File: config.mk
export PLATFORM = sky130hd
export DESIGN_NAME = lcg_matrix_prefix_generator_unit
export DESIGN_NICKNAME = d
export VERILOG_FILES = /design/src/hdl/lmpg_pkg.sv /design/src/hdl/lcg_matrix_prefix_generator_unit.sv /design/src/hdl/lmpg_front.sv /design/src/hdl/lmpg_queue.sv /design/src/hdl/lmpg_modred.sv /design/src/hdl/lmpg_back.sv
export SDC_FILE = /design/constraint.sdc
export NUM_CORES = 2
export LEC_CHECK = 0
export BUFFER_PORTS_ARGS = -buffer_cell sky130_fd_sc_hd__buf_2
export CAP_MARGIN = 20
export CORE_ASPECT_RATIO = 1.2
export CORE_MARGIN = 5
export CORE_UTILIZATION = 66
export CTS_BUF_LIST = sky130_fd_sc_hd__clkbuf_8
export DETAILED_ROUTE_END_ITERATION = 6
export GPL_TIMING_DRIVEN = 0
export HOLD_SLACK_MARGIN = 0.08
export PLACE_DENSITY = 0.84
export SYNTH_ARGS = -nofsm -noshare
export SYNTH_HDL_FRONTEND = slang
export SYNTH_HIERARCHICAL = 1
export SYNTH_SLANG_ARGS = --single-unit
File: constraint.sdc
create_clock -name clk -period 9.4 [get_ports clk]
set_input_delay 0.94 -clock clk [delete_from_list [all_inputs] [get_ports clk]]
set_output_delay 0.94 -clock clk [all_outputs]
set_load 0.05 [all_outputs]
File: src/hdl/lmpg_pkg.sv
// Shared constants, types and register map of the LCG matrix prefix generator.
// No dependencies; imported by every module of the block.
package lmpg_pkg;

  localparam int VALUE_BITS = 15;
  localparam int PROD_W     = 2 * VALUE_BITS;
  // remainder unit retires two dividend bits per cycle
  localparam int RED_STEPS  = PROD_W / 2;
  localparam int RED_CNT_W  = $clog2(RED_STEPS);

  localparam int NUM_REGS   = 6;
  localparam int REG_IDX_W  = $clog2(NUM_REGS);
  localparam int ADDR_W     = REG_IDX_W + 2;
  localparam int DATA_W     = 32;

  localparam int QDEPTH     = 2;
  localparam int QPTR_W     = $clog2(QDEPTH);
  localparam int QCNT_W     = $clog2(QDEPTH + 1);

  typedef enum logic {
    OP_STEP = 1'b0,
    OP_LOAD = 1'b1
  } op_t;

  typedef struct packed {
    logic vld;
    op_t  op;
  } op_req_t;

  typedef enum logic [REG_IDX_W-1:0] {
    REG_MULTIPLIER    = 3'd0,
    REG_INCREMENT     = 3'd1,
    REG_MODULUS       = 3'd2,
    REG_START_VALUE   = 3'd3,
    REG_PREFIX_SCALE  = 3'd4,
    REG_PREFIX_OFFSET = 3'd5
  } reg_idx_t;

  typedef struct packed {
    logic [VALUE_BITS-1:0] multiplier;
    logic [VALUE_BITS-1:0] increment;
    logic [VALUE_BITS-1:0] modulus;
    logic [VALUE_BITS-1:0] start_value;
    logic [VALUE_BITS-1:0] prefix_scale;
    logic [VALUE_BITS-1:0] prefix_offset;
  } cfg_t;

  localparam cfg_t CFG_RESET = '{
    multiplier:    VALUE_BITS'(1),
    increment:     VALUE_BITS'(0),
    modulus:       VALUE_BITS'(32767),
    start_value:   VALUE_BITS'(0),
    prefix_scale:  VALUE_BITS'(1),
    prefix_offset: VALUE_BITS'(0)
  };

  typedef enum logic [2:0] {
    BK_IDLE,
    BK_RUN,
    BK_PFX_GO,
    BK_PFX,
    BK_VAL
  } bk_state_t;

endpackage

File: src/hdl/lcg_matrix_prefix_generator_unit.sv
// Top level of the LCG matrix prefix generator: register file, front end,
// op queue and back end. Depends on lmpg_pkg, lmpg_front, lmpg_queue, lmpg_back.
// Pacing: the back end handles one request at a time, at a pace set by the
//   remainder units, each retiring two dividend bits per cycle.
// Reset (synchronous, rst_n low): registers return to their defaults, the
//   running product to identity, the queue and result register empty.
module lcg_matrix_prefix_generator_unit import lmpg_pkg::*; (
  input  logic                  clk,
  input  logic                  rst_n,
  // request channel
  input  logic                  in_valid,
  output logic                  in_stall,
  input  logic                  in_restart,
  // result channel
  output logic                  out_valid,
  input  logic                  out_stall,
  output logic [VALUE_BITS-1:0] out_value,
  // register port
  input  logic                  psel,
  input  logic                  penable,
  input  logic                  pwrite,
  input  logic [ADDR_W-1:0]     paddr,
  input  logic [DATA_W-1:0]     pwdata,
  output logic [DATA_W-1:0]     prdata,
  output logic                  pready
);

  cfg_t                  cfg_r, cfg_nxt;
  logic                  wr_en;
  logic [REG_IDX_W-1:0]  reg_idx;
  logic [VALUE_BITS-1:0] wr_val;
  logic [VALUE_BITS-1:0] rd_val;

  op_req_t push;
  op_req_t head;
  logic    q_full;
  logic    pop;

  // ---------------------------------------------------------------------
  // Register file. Writes complete in the access phase; pready is tied high.
  // Data above VALUE_BITS is dropped, unmapped indexes are ignored.
  // ---------------------------------------------------------------------
  assign pready  = 1'b1;
  assign wr_en   = psel && penable && pwrite;
  assign reg_idx = paddr[ADDR_W-1:2];
  assign wr_val  = pwdata[VALUE_BITS-1:0];

  always_comb begin
    cfg_nxt = cfg_r;
    rd_val  = '0;
    unique case (reg_idx)
      REG_MULTIPLIER: begin
        rd_val = cfg_r.multiplier;
        if (wr_en) cfg_nxt.multiplier = wr_val;
      end
      REG_INCREMENT: begin
        rd_val = cfg_r.increment;
        if (wr_en) cfg_nxt.increment = wr_val;
      end
      REG_MODULUS: begin
        rd_val = cfg_r.modulus;
        if (wr_en) cfg_nxt.modulus = wr_val;
      end
      REG_START_VALUE: begin
        rd_val = cfg_r.start_value;
        if (wr_en) cfg_nxt.start_value = wr_val;
      end
      REG_PREFIX_SCALE: begin
        rd_val = cfg_r.prefix_scale;
        if (wr_en) cfg_nxt.prefix_scale = wr_val;
      end
      REG_PREFIX_OFFSET: begin
        rd_val = cfg_r.prefix_offset;
        if (wr_en) cfg_nxt.prefix_offset = wr_val;
      end
      default: rd_val = '0;
    endcase
  end

  assign prdata = DATA_W'(rd_val);

  always_ff @(posedge clk) begin
    if (!rst_n) begin
      cfg_r <= CFG_RESET;
    end else begin
      cfg_r <= cfg_nxt;
    end
  end

  // ---------------------------------------------------------------------
  // Front end: accepts requests, tags them load (restart or first after
  // reset) or step, and pushes them into the queue. Stalls when full.
  // ---------------------------------------------------------------------
  lmpg_front u_front (
    .clk        (clk),
    .rst_n      (rst_n),
    .in_valid   (in_valid),
    .in_restart (in_restart),
    .in_stall   (in_stall),
    .q_full     (q_full),
    .push       (push)
  );

  // Two-entry queue lets the front keep taking requests while the back
  // end is busy or the result register is held by a stalled consumer.
  lmpg_queue u_queue (
    .clk   (clk),
    .rst_n (rst_n),
    .push  (push),
    .pop   (pop),
    .head  (head),
    .full  (q_full)
  );

  // ---------------------------------------------------------------------
  // Back end: step (running*base), prefix (running*prefix) and the final
  // seed application, each a multiply-add followed by an iterative mod.
  // ---------------------------------------------------------------------
  lmpg_back u_back (
    .clk       (clk),
    .rst_n     (rst_n),
    .cfg       (cfg_r),
    .head      (head),
    .pop       (pop),
    .out_valid (out_valid),
    .out_stall (out_stall),
    .out_value (out_value)
  );

endmodule

File: src/hdl/lmpg_front.sv
// Front end: takes input requests and classifies them as load or step.
// Depends on lmpg_pkg.
module lmpg_front import lmpg_pkg::*; (
  input  logic    clk,
  input  logic    rst_n,
  input  logic    in_valid,
  input  logic    in_restart,
  output logic    in_stall,
  input  logic    q_full,
  output op_req_t push
);

  logic started_r;
  logic started_nxt;
  logic accept;

  assign in_stall = q_full;
  assign accept   = in_valid && !q_full;

  // the very first step after reset behaves like a restart
  always_comb begin
    push.vld    = accept;
    push.op     = (in_restart || !started_r) ? OP_LOAD : OP_STEP;
    started_nxt = started_r || accept;
  end

  always_ff @(posedge clk) begin
    if (!rst_n) begin
      started_r <= 1'b0;
    end else begin
      started_r <= started_nxt;
    end
  end

endmodule

File: src/hdl/lmpg_queue.sv
// Short op queue between front end and back end.
// Depends on lmpg_pkg.
module lmpg_queue import lmpg_pkg::*; (
  input  logic    clk,
  input  logic    rst_n,
  input  op_req_t push,
  input  logic    pop,
  output op_req_t head,
  output logic    full
);

  op_t               mem_r [QDEPTH];
  logic [QPTR_W-1:0] wr_ptr_r, wr_ptr_nxt;
  logic [QPTR_W-1:0] rd_ptr_r, rd_ptr_nxt;
  logic [QCNT_W-1:0] count_r, count_nxt;
  logic              do_push, do_pop;

  function automatic logic [QPTR_W-1:0] ptr_inc(input logic [QPTR_W-1:0] p);
    logic [QPTR_W-1:0] n;
    if (p == QPTR_W'(QDEPTH - 1)) n = '0;
    else                          n = p + QPTR_W'(1);
    return n;
  endfunction

  assign full     = (count_r == QCNT_W'(QDEPTH));
  assign head.vld = (count_r != '0);
  assign head.op  = mem_r[rd_ptr_r];

  always_comb begin
    do_push    = push.vld && !full;
    do_pop     = pop && head.vld;
    wr_ptr_nxt = do_push ? ptr_inc(wr_ptr_r) : wr_ptr_r;
    rd_ptr_nxt = do_pop  ? ptr_inc(rd_ptr_r) : rd_ptr_r;
    count_nxt  = count_r;
    if (do_push && !do_pop) count_nxt = count_r + QCNT_W'(1);
    if (do_pop && !do_push) count_nxt = count_r - QCNT_W'(1);
  end

  always_ff @(posedge clk) begin
    if (!rst_n) begin
      wr_ptr_r <= '0;
      rd_ptr_r <= '0;
      count_r  <= '0;
    end else begin
      wr_ptr_r <= wr_ptr_nxt;
      rd_ptr_r <= rd_ptr_nxt;
      count_r  <= count_nxt;
    end
  end

  always_ff @(posedge clk) begin
    if (do_push) begin
      mem_r[wr_ptr_r] <= push.op;
    end
  end

endmodule

File: src/hdl/lmpg_modred.sv
// Iterative remainder unit: x mod m, two dividend bits per cycle.
// Depends on lmpg_pkg. A modulus below two yields zero.
module lmpg_modred import lmpg_pkg::*; (
  input  logic                  clk,
  input  logic                  rst_n,
  input  logic                  start,
  input  logic [PROD_W-1:0]     x,
  input  logic [VALUE_BITS-1:0] modulus,
  output logic                  busy,
  output logic [VALUE_BITS-1:0] result
);

  logic [PROD_W-1:0]     x_r, x_nxt;
  logic [VALUE_BITS-1:0] rem_r, rem_nxt;
  logic [RED_CNT_W-1:0]  cnt_r, cnt_nxt;
  logic                  busy_r, busy_nxt;
  logic [VALUE_BITS-1:0] rem_a, rem_b;

  // one restoring step; rem < m keeps the shifted value below 2m
  function automatic logic [VALUE_BITS-1:0] rem_step(
    input logic [VALUE_BITS-1:0] rem,
    input logic                  b,
    input logic [VALUE_BITS-1:0] m
  );
    logic [VALUE_BITS:0] t;
    t = {rem, b};
    if (t >= {1'b0, m}) t = t - {1'b0, m};
    return t[VALUE_BITS-1:0];
  endfunction

  assign rem_a  = rem_step(rem_r, x_r[PROD_W-1], modulus);
  assign rem_b  = rem_step(rem_a, x_r[PROD_W-2], modulus);
  assign busy   = busy_r;
  assign result = (modulus < VALUE_BITS'(2)) ? '0 : rem_r;

  always_comb begin
    x_nxt    = x_r;
    rem_nxt  = rem_r;
    cnt_nxt  = cnt_r;
    busy_nxt = busy_r;
    if (start) begin
      x_nxt    = x;
      rem_nxt  = '0;
      cnt_nxt  = RED_CNT_W'(RED_STEPS - 1);
      busy_nxt = 1'b1;
    end else if (busy_r) begin
      x_nxt    = {x_r[PROD_W-3:0], 2'b00};
      rem_nxt  = rem_b;
      cnt_nxt  = cnt_r - RED_CNT_W'(1);
      busy_nxt = (cnt_r != '0);
    end
  end

  always_ff @(posedge clk) begin
    if (!rst_n) begin
      busy_r <= 1'b0;
      cnt_r  <= '0;
    end else begin
      busy_r <= busy_nxt;
      cnt_r  <= cnt_nxt;
    end
  end

  always_ff @(posedge clk) begin
    x_r   <= x_nxt;
    rem_r <= rem_nxt;
  end

endmodule

File: src/hdl/lmpg_back.sv
// Back end: sequences the matrix products over two remainder units and
// holds the result register. Depends on lmpg_pkg and lmpg_modred.
module lmpg_back import lmpg_pkg::*; (
  input  logic                  clk,
  input  logic                  rst_n,
  input  cfg_t                  cfg,
  input  op_req_t               head,
  output logic                  pop,
  output logic                  out_valid,
  input  logic                  out_stall,
  output logic [VALUE_BITS-1:0] out_value
);

  bk_state_t             state_r, state_nxt;
  logic [VALUE_BITS-1:0] rs_r, rs_nxt;   // running scale
  logic [VALUE_BITS-1:0] ro_r, ro_nxt;   // running offset
  logic                  out_valid_r, out_valid_nxt;
  logic [VALUE_BITS-1:0] out_value_r, out_value_nxt;

  logic                  start0, start1;
  logic [VALUE_BITS-1:0] a0, b0, c0, a1, b1, c1;
  logic [PROD_W-1:0]     x0, x1;
  logic                  busy0, busy1;
  logic [VALUE_BITS-1:0] res0, res1;
  logic                  out_free;
  logic                  red_idle;

  assign x0 = PROD_W'(a0) * PROD_W'(b0) + PROD_W'(c0);
  assign x1 = PROD_W'(a1) * PROD_W'(b1) + PROD_W'(c1);

  lmpg_modred u_red0 (
    .clk     (clk),
    .rst_n   (rst_n),
    .start   (start0),
    .x       (x0),
    .modulus (cfg.modulus),
    .busy    (busy0),
    .result  (res0)
  );

  lmpg_modred u_red1 (
    .clk     (clk),
    .rst_n   (rst_n),
    .start   (start1),
    .x       (x1),
    .modulus (cfg.modulus),
    .busy    (busy1),
    .result  (res1)
  );

  assign out_free  = !out_valid_r || !out_stall;
  assign red_idle  = !busy0 && !busy1;
  assign out_valid = out_valid_r;
  assign out_value = out_value_r;

  always_comb begin
    state_nxt     = state_r;
    rs_nxt        = rs_r;
    ro_nxt        = ro_r;
    pop           = 1'b0;
    start0        = 1'b0;
    start1        = 1'b0;
    a0 = '0; b0 = '0; c0 = '0;
    a1 = '0; b1 = '0; c1 = '0;
    out_valid_nxt = out_valid_r && out_stall;
    out_value_nxt = out_value_r;

    unique case (state_r)
      BK_IDLE: begin
        if (head.vld) begin
          pop = 1'b1;
          if (head.op == OP_LOAD) begin
            // entries taken unreduced; later products reduce them
            rs_nxt    = cfg.multiplier;
            ro_nxt    = cfg.increment;
            state_nxt = BK_PFX_GO;
          end else begin
            // running * base: [A*a, B*a+b]
            start0 = 1'b1;
            start1 = 1'b1;
            a0 = rs_r; b0 = cfg.multiplier;
            a1 = ro_r; b1 = cfg.multiplier; c1 = cfg.increment;
            state_nxt = BK_RUN;
          end
        end
      end
      BK_RUN: begin
        if (red_idle) begin
          rs_nxt    = res0;
          ro_nxt    = res1;
          state_nxt = BK_PFX_GO;
        end
      end
      BK_PFX_GO: begin
        // running * prefix
        start0 = 1'b1;
        start1 = 1'b1;
        a0 = rs_r; b0 = cfg.prefix_scale;
        a1 = ro_r; b1 = cfg.prefix_scale; c1 = cfg.prefix_offset;
        state_nxt = BK_PFX;
      end
      BK_PFX: begin
        if (red_idle) begin
          // (seed, 1) applied to the product
          start0 = 1'b1;
          a0 = cfg.start_value; b0 = res0; c0 = res1;
          state_nxt = BK_VAL;
        end
      end
      BK_VAL: begin
        if (red_idle && out_free) begin
          out_valid_nxt = 1'b1;
          out_value_nxt = res0;
          state_nxt     = BK_IDLE;
        end
      end
      default: state_nxt = BK_IDLE;
    endcase
  end

  always_ff @(posedge clk) begin
    if (!rst_n) begin
      state_r     <= BK_IDLE;
      out_valid_r <= 1'b0;
      rs_r        <= VALUE_BITS'(1);
      ro_r        <= '0;
    end else begin
      state_r     <= state_nxt;
      out_valid_r <= out_valid_nxt;
      rs_r        <= rs_nxt;
      ro_r        <= ro_nxt;
    end
  end

  always_ff @(posedge clk) begin
    out_value_r <= out_value_nxt;
  end

endmodule

==> key figures <==
Status
  – Status: complete, no violations

Clock network
  – Clk_lat worst skew: about 600 ps
  – CTS Buf Count: 42
  – CTS root buf: clkbuf_8
  – Clk buf depth: 3
  – H-tree level count: 2
  – Num Clock Sinks: approximately 250
  – Post-CTS setup buffer count: 0
  – Post-CTS Resized: 0
  – Cts-stage hold buffer count: 0
  – CTS tree: built
  – Clk pin slew, worst setup/hold paths: roughly 60 ps

Setup path
  – Worst path bufs/invs: 9
  – Most common cell on crit path: fa_1
  – CP endpoint kind: flop
  – Crit Path Class: flop to flop
  – Slowest Stage Delay on Critical Path: between 600 and 700 ps
  – Critical path's top delay family: adder cells
  – Crit-path max FO: 10
  – CP Data Required Time: between 9000 and 10,000 ps
  – Slowest CP cell: nor4_1
  – Crit path DAT: about 9400 ps
  – Crit start category: flop

Synth
  – Seq/Total Area, Yosys: 0.1816
  – Post-synthesis async set-or-reset flop share: 0
  – EDFF count, synth: just under 80
  – Cells after synthesis: ~3.5k
  – Post-synth top flop: dfxtp_1
  – Synthesized area: approximately 31,000 um2
  – Synth warn: 6
  – Yosys cell types: 93
  – Yosys reg bits: roughly 250
  – Mapped Avg Cell Area: 8.936 um2

Die
  – Core box area: 47,130 um2
  – Starting Density: 0.6676
  – Row count: 87
  – I/O pin count: 95
  – Die footprint: around 52,000 um2
  – Die Y-Extent: around 250 um
  – Die W: between 200 and 250 um

STA
  – Final Hold Fails: 0
  – Worst-margin pin slew: 1479 ps
  – RSZ-0062 raised after global routing: no
  – Final Cycle Share: 0.9626
  – # setup viols final: 0
  – WHS: approximately 470 ps
  – Max-slew violations: 0
  – Setup TNS: 0 ps
  – Normalized max-slew margin: 0.01420
  – Worst Clk Skew: between 20 and 25 ps
  – F_max: 110.5 MHz
  – Minimum clock period: slightly above 9000 ps

Global routing
  – Overflow after GRT: 0
  – First-pass GRT wire length: 149.7 mm
  – Maximum number of pins on one net before global-route repair: 31
  – Initial antenna violation count: 3
  – Total track usage: 0.3668
  – Vias in the first global route: approximately 27k

Pwr
  – Pwr dens: 164.5 nW/um2
  – Lkg Pwr: 16.22 nW
  – Max VDD drop: slightly below 0.0003 V

Route
  – 1st-iter DRT viols: approximately 2.9k
  – Met1 Wirelength: about 36 mm
  – Antenna Nets Post-Route: 0
  – Post-Route WL: approximately 97 mm
  – Top routing layer in use: met4
  – Pre-Repair DR Iteration Count: 6
  – Vias per cell: 6.219
  – Drt wl/cell: 22.53 um
  – WL met3: between 10 and 15 mm
  – Drt drc: 0
  – Via count: 26.72k
  – Routed length on met2: 42.88 mm

Cells and area
  – Final nets: ~4.3k
  – Filler Cells Inserted: 3,700
  – Area of the multi-input gates: 22,890 um2
  – Final Core Density: 0.7106
  – Register area: between 5000 and 6000 um2
  – Synth-to-Final Area Change: 6.450%
  – Layout cells sized above 1: 0.1022

Run
  – Max-cap violations: 0

Worst hold path
  – Min-Delay Path Class: flop to flop

Placed design
  – Port buffer count: 55
  – RePlAce Congestion: slightly above 1
  – Post-DP HPWL: between 70 and 80 mm
-- path summary, 6_finish.rpt --
kind	startpoint	endpoint	slack, ps	depth (start not counted)
worst max register to register	flop	u_back/u_red1/x_r[29]	350	27
worst min-delay path	u_front/started_r	u_front/started_r	470	1
worst max-delay path	flop	u_back/u_red1/x_r[29]	350	27
worst min register to register	u_front/started_r	u_front/started_r	470	1
-- metrics by stage --
| step | instances | power [mW] | worst slack, ps | cell area (um2) |
|---|---|---|---|---|
| after floorplan | 3537 | 3.607 | 1977 | 31530 |
| after global placement | 4215 | 4.339 | 641.6 | 32580 |
| after detailed placement | 4216 | 4.405 | 603.5 | 32600 |
| after CTS | 4292 | 5.405 | 552.8 | 33460 |
| after global routing | 4293 | 5.770 | 53.88 | 33490 |
| final | 4296 | 5.510 | 351.3 | 33490 |
-- power by group --
group | internal [mW] | total [mW] | switching [mW]
Sequential | 1.52 | 1.74 | 0.213
Clock | 0.537 | 1.01 | 0.470
Combinational | 1.01 | 2.77 | 1.76
Total | 3.07 | 5.51 | 2.44
-- state kept, by name (all words and copies together), names as in the netlist, 2 cells and up, named ones only --
| register | count |
|---|---|
| cfg_r | 90 |
| u_back/out_value | 15 |
| u_back/ro_r | 15 |
| u_back/rs_r | 15 |
| u_back/state_r | 3 |
| u_back/u_red0/cnt_r | 4 |
| u_back/u_red0/rem_r | 15 |
| u_back/u_red0/x_r | 30 |
| u_back/u_red1/cnt_r | 4 |
| u_back/u_red1/rem_r | 15 |
| u_back/u_red1/x_r | 30 |
| u_queue/count_r | 2 |
| u_queue/mem_r | 2 |
-- metal layers --
metal / up-vias / track usage
li1: 11863 / -
met1: 12871 / 0.4681
met2: 1551 / 0.5678
met3: 431 / 0.08868
met4: 0 / 0.2175
met5: - / 0
-- layout by cell type (no fill, tap or decap), drive strengths merged, types with 22 or more instances in the layout --
cell / synthesis / routed
a211oi: 37 / 37
a21o: 47 / 47
a21oi: 115 / 115
a22o: 41 / 41
a22oi: 44 / 44
and2: 67 / 67
buf: 90 / 147
clkbuf: 98 / 151
dfxtp: 170 / 170
edfxtp: 77 / 77
fa: 366 / 366
ha: 269 / 269
inv: 519 / 532
mux2: 110 / 110
mux2i: 130 / 130
nand2: 456 / 456
nand3: 37 / 37
nor2: 323 / 323
nor3: 34 / 34
o211a: 29 / 29
o21a: 25 / 25
o21ai: 69 / 69
o311ai: 22 / 22
xnor2: 68 / 68
xor2: 36 / 36
-- logic make-up (layout without fill, tap and decap cells) --
kind of cell             Yosys count  in the layout  share of synthesized area
AND/OR/NAND/NOR                 1041           1041                     0.1474
other                              2             21                  0.0002387
flip-flops                       247            247                     0.1816
multiplexers                     242            242                    0.08239
buffers and inverters            707            840                    0.09297
AO/OA/AOI/OAI                    543            543                     0.1266
adder cells (fa/ha/maj)          635            635                     0.3398
XOR/XNOR                         104            104                    0.02895
-- synth_stat cells, drive strengths merged, types with 77 or more instances --
cell type | number | area [um2]
nand2 | 456 | 1714
mux2 | 110 | 1246
buf | 90 | 609.3
inv | 519 | 1948
nor2 | 323 | 1270
mux2i | 130 | 1301
fa | 366 | 7327
edfxtp | 77 | 2312
ha | 269 | 3366
dfxtp | 170 | 3403
clkbuf | 98 | 367.9
a21oi | 115 | 590.6
-- final cells by class --
type                    count  area share
diodes                      3   0.0002241
plain buffers             188     0.02917
clock buffers              53     0.02178
clock inverters            23    0.003922
inverters                 519     0.05816
multi-input cells        2583      0.6833
flip-flops and latches    247      0.1706
well taps                 623     0.02327
repair buffers             57    0.009488
(Power assumes the default switching activity.)
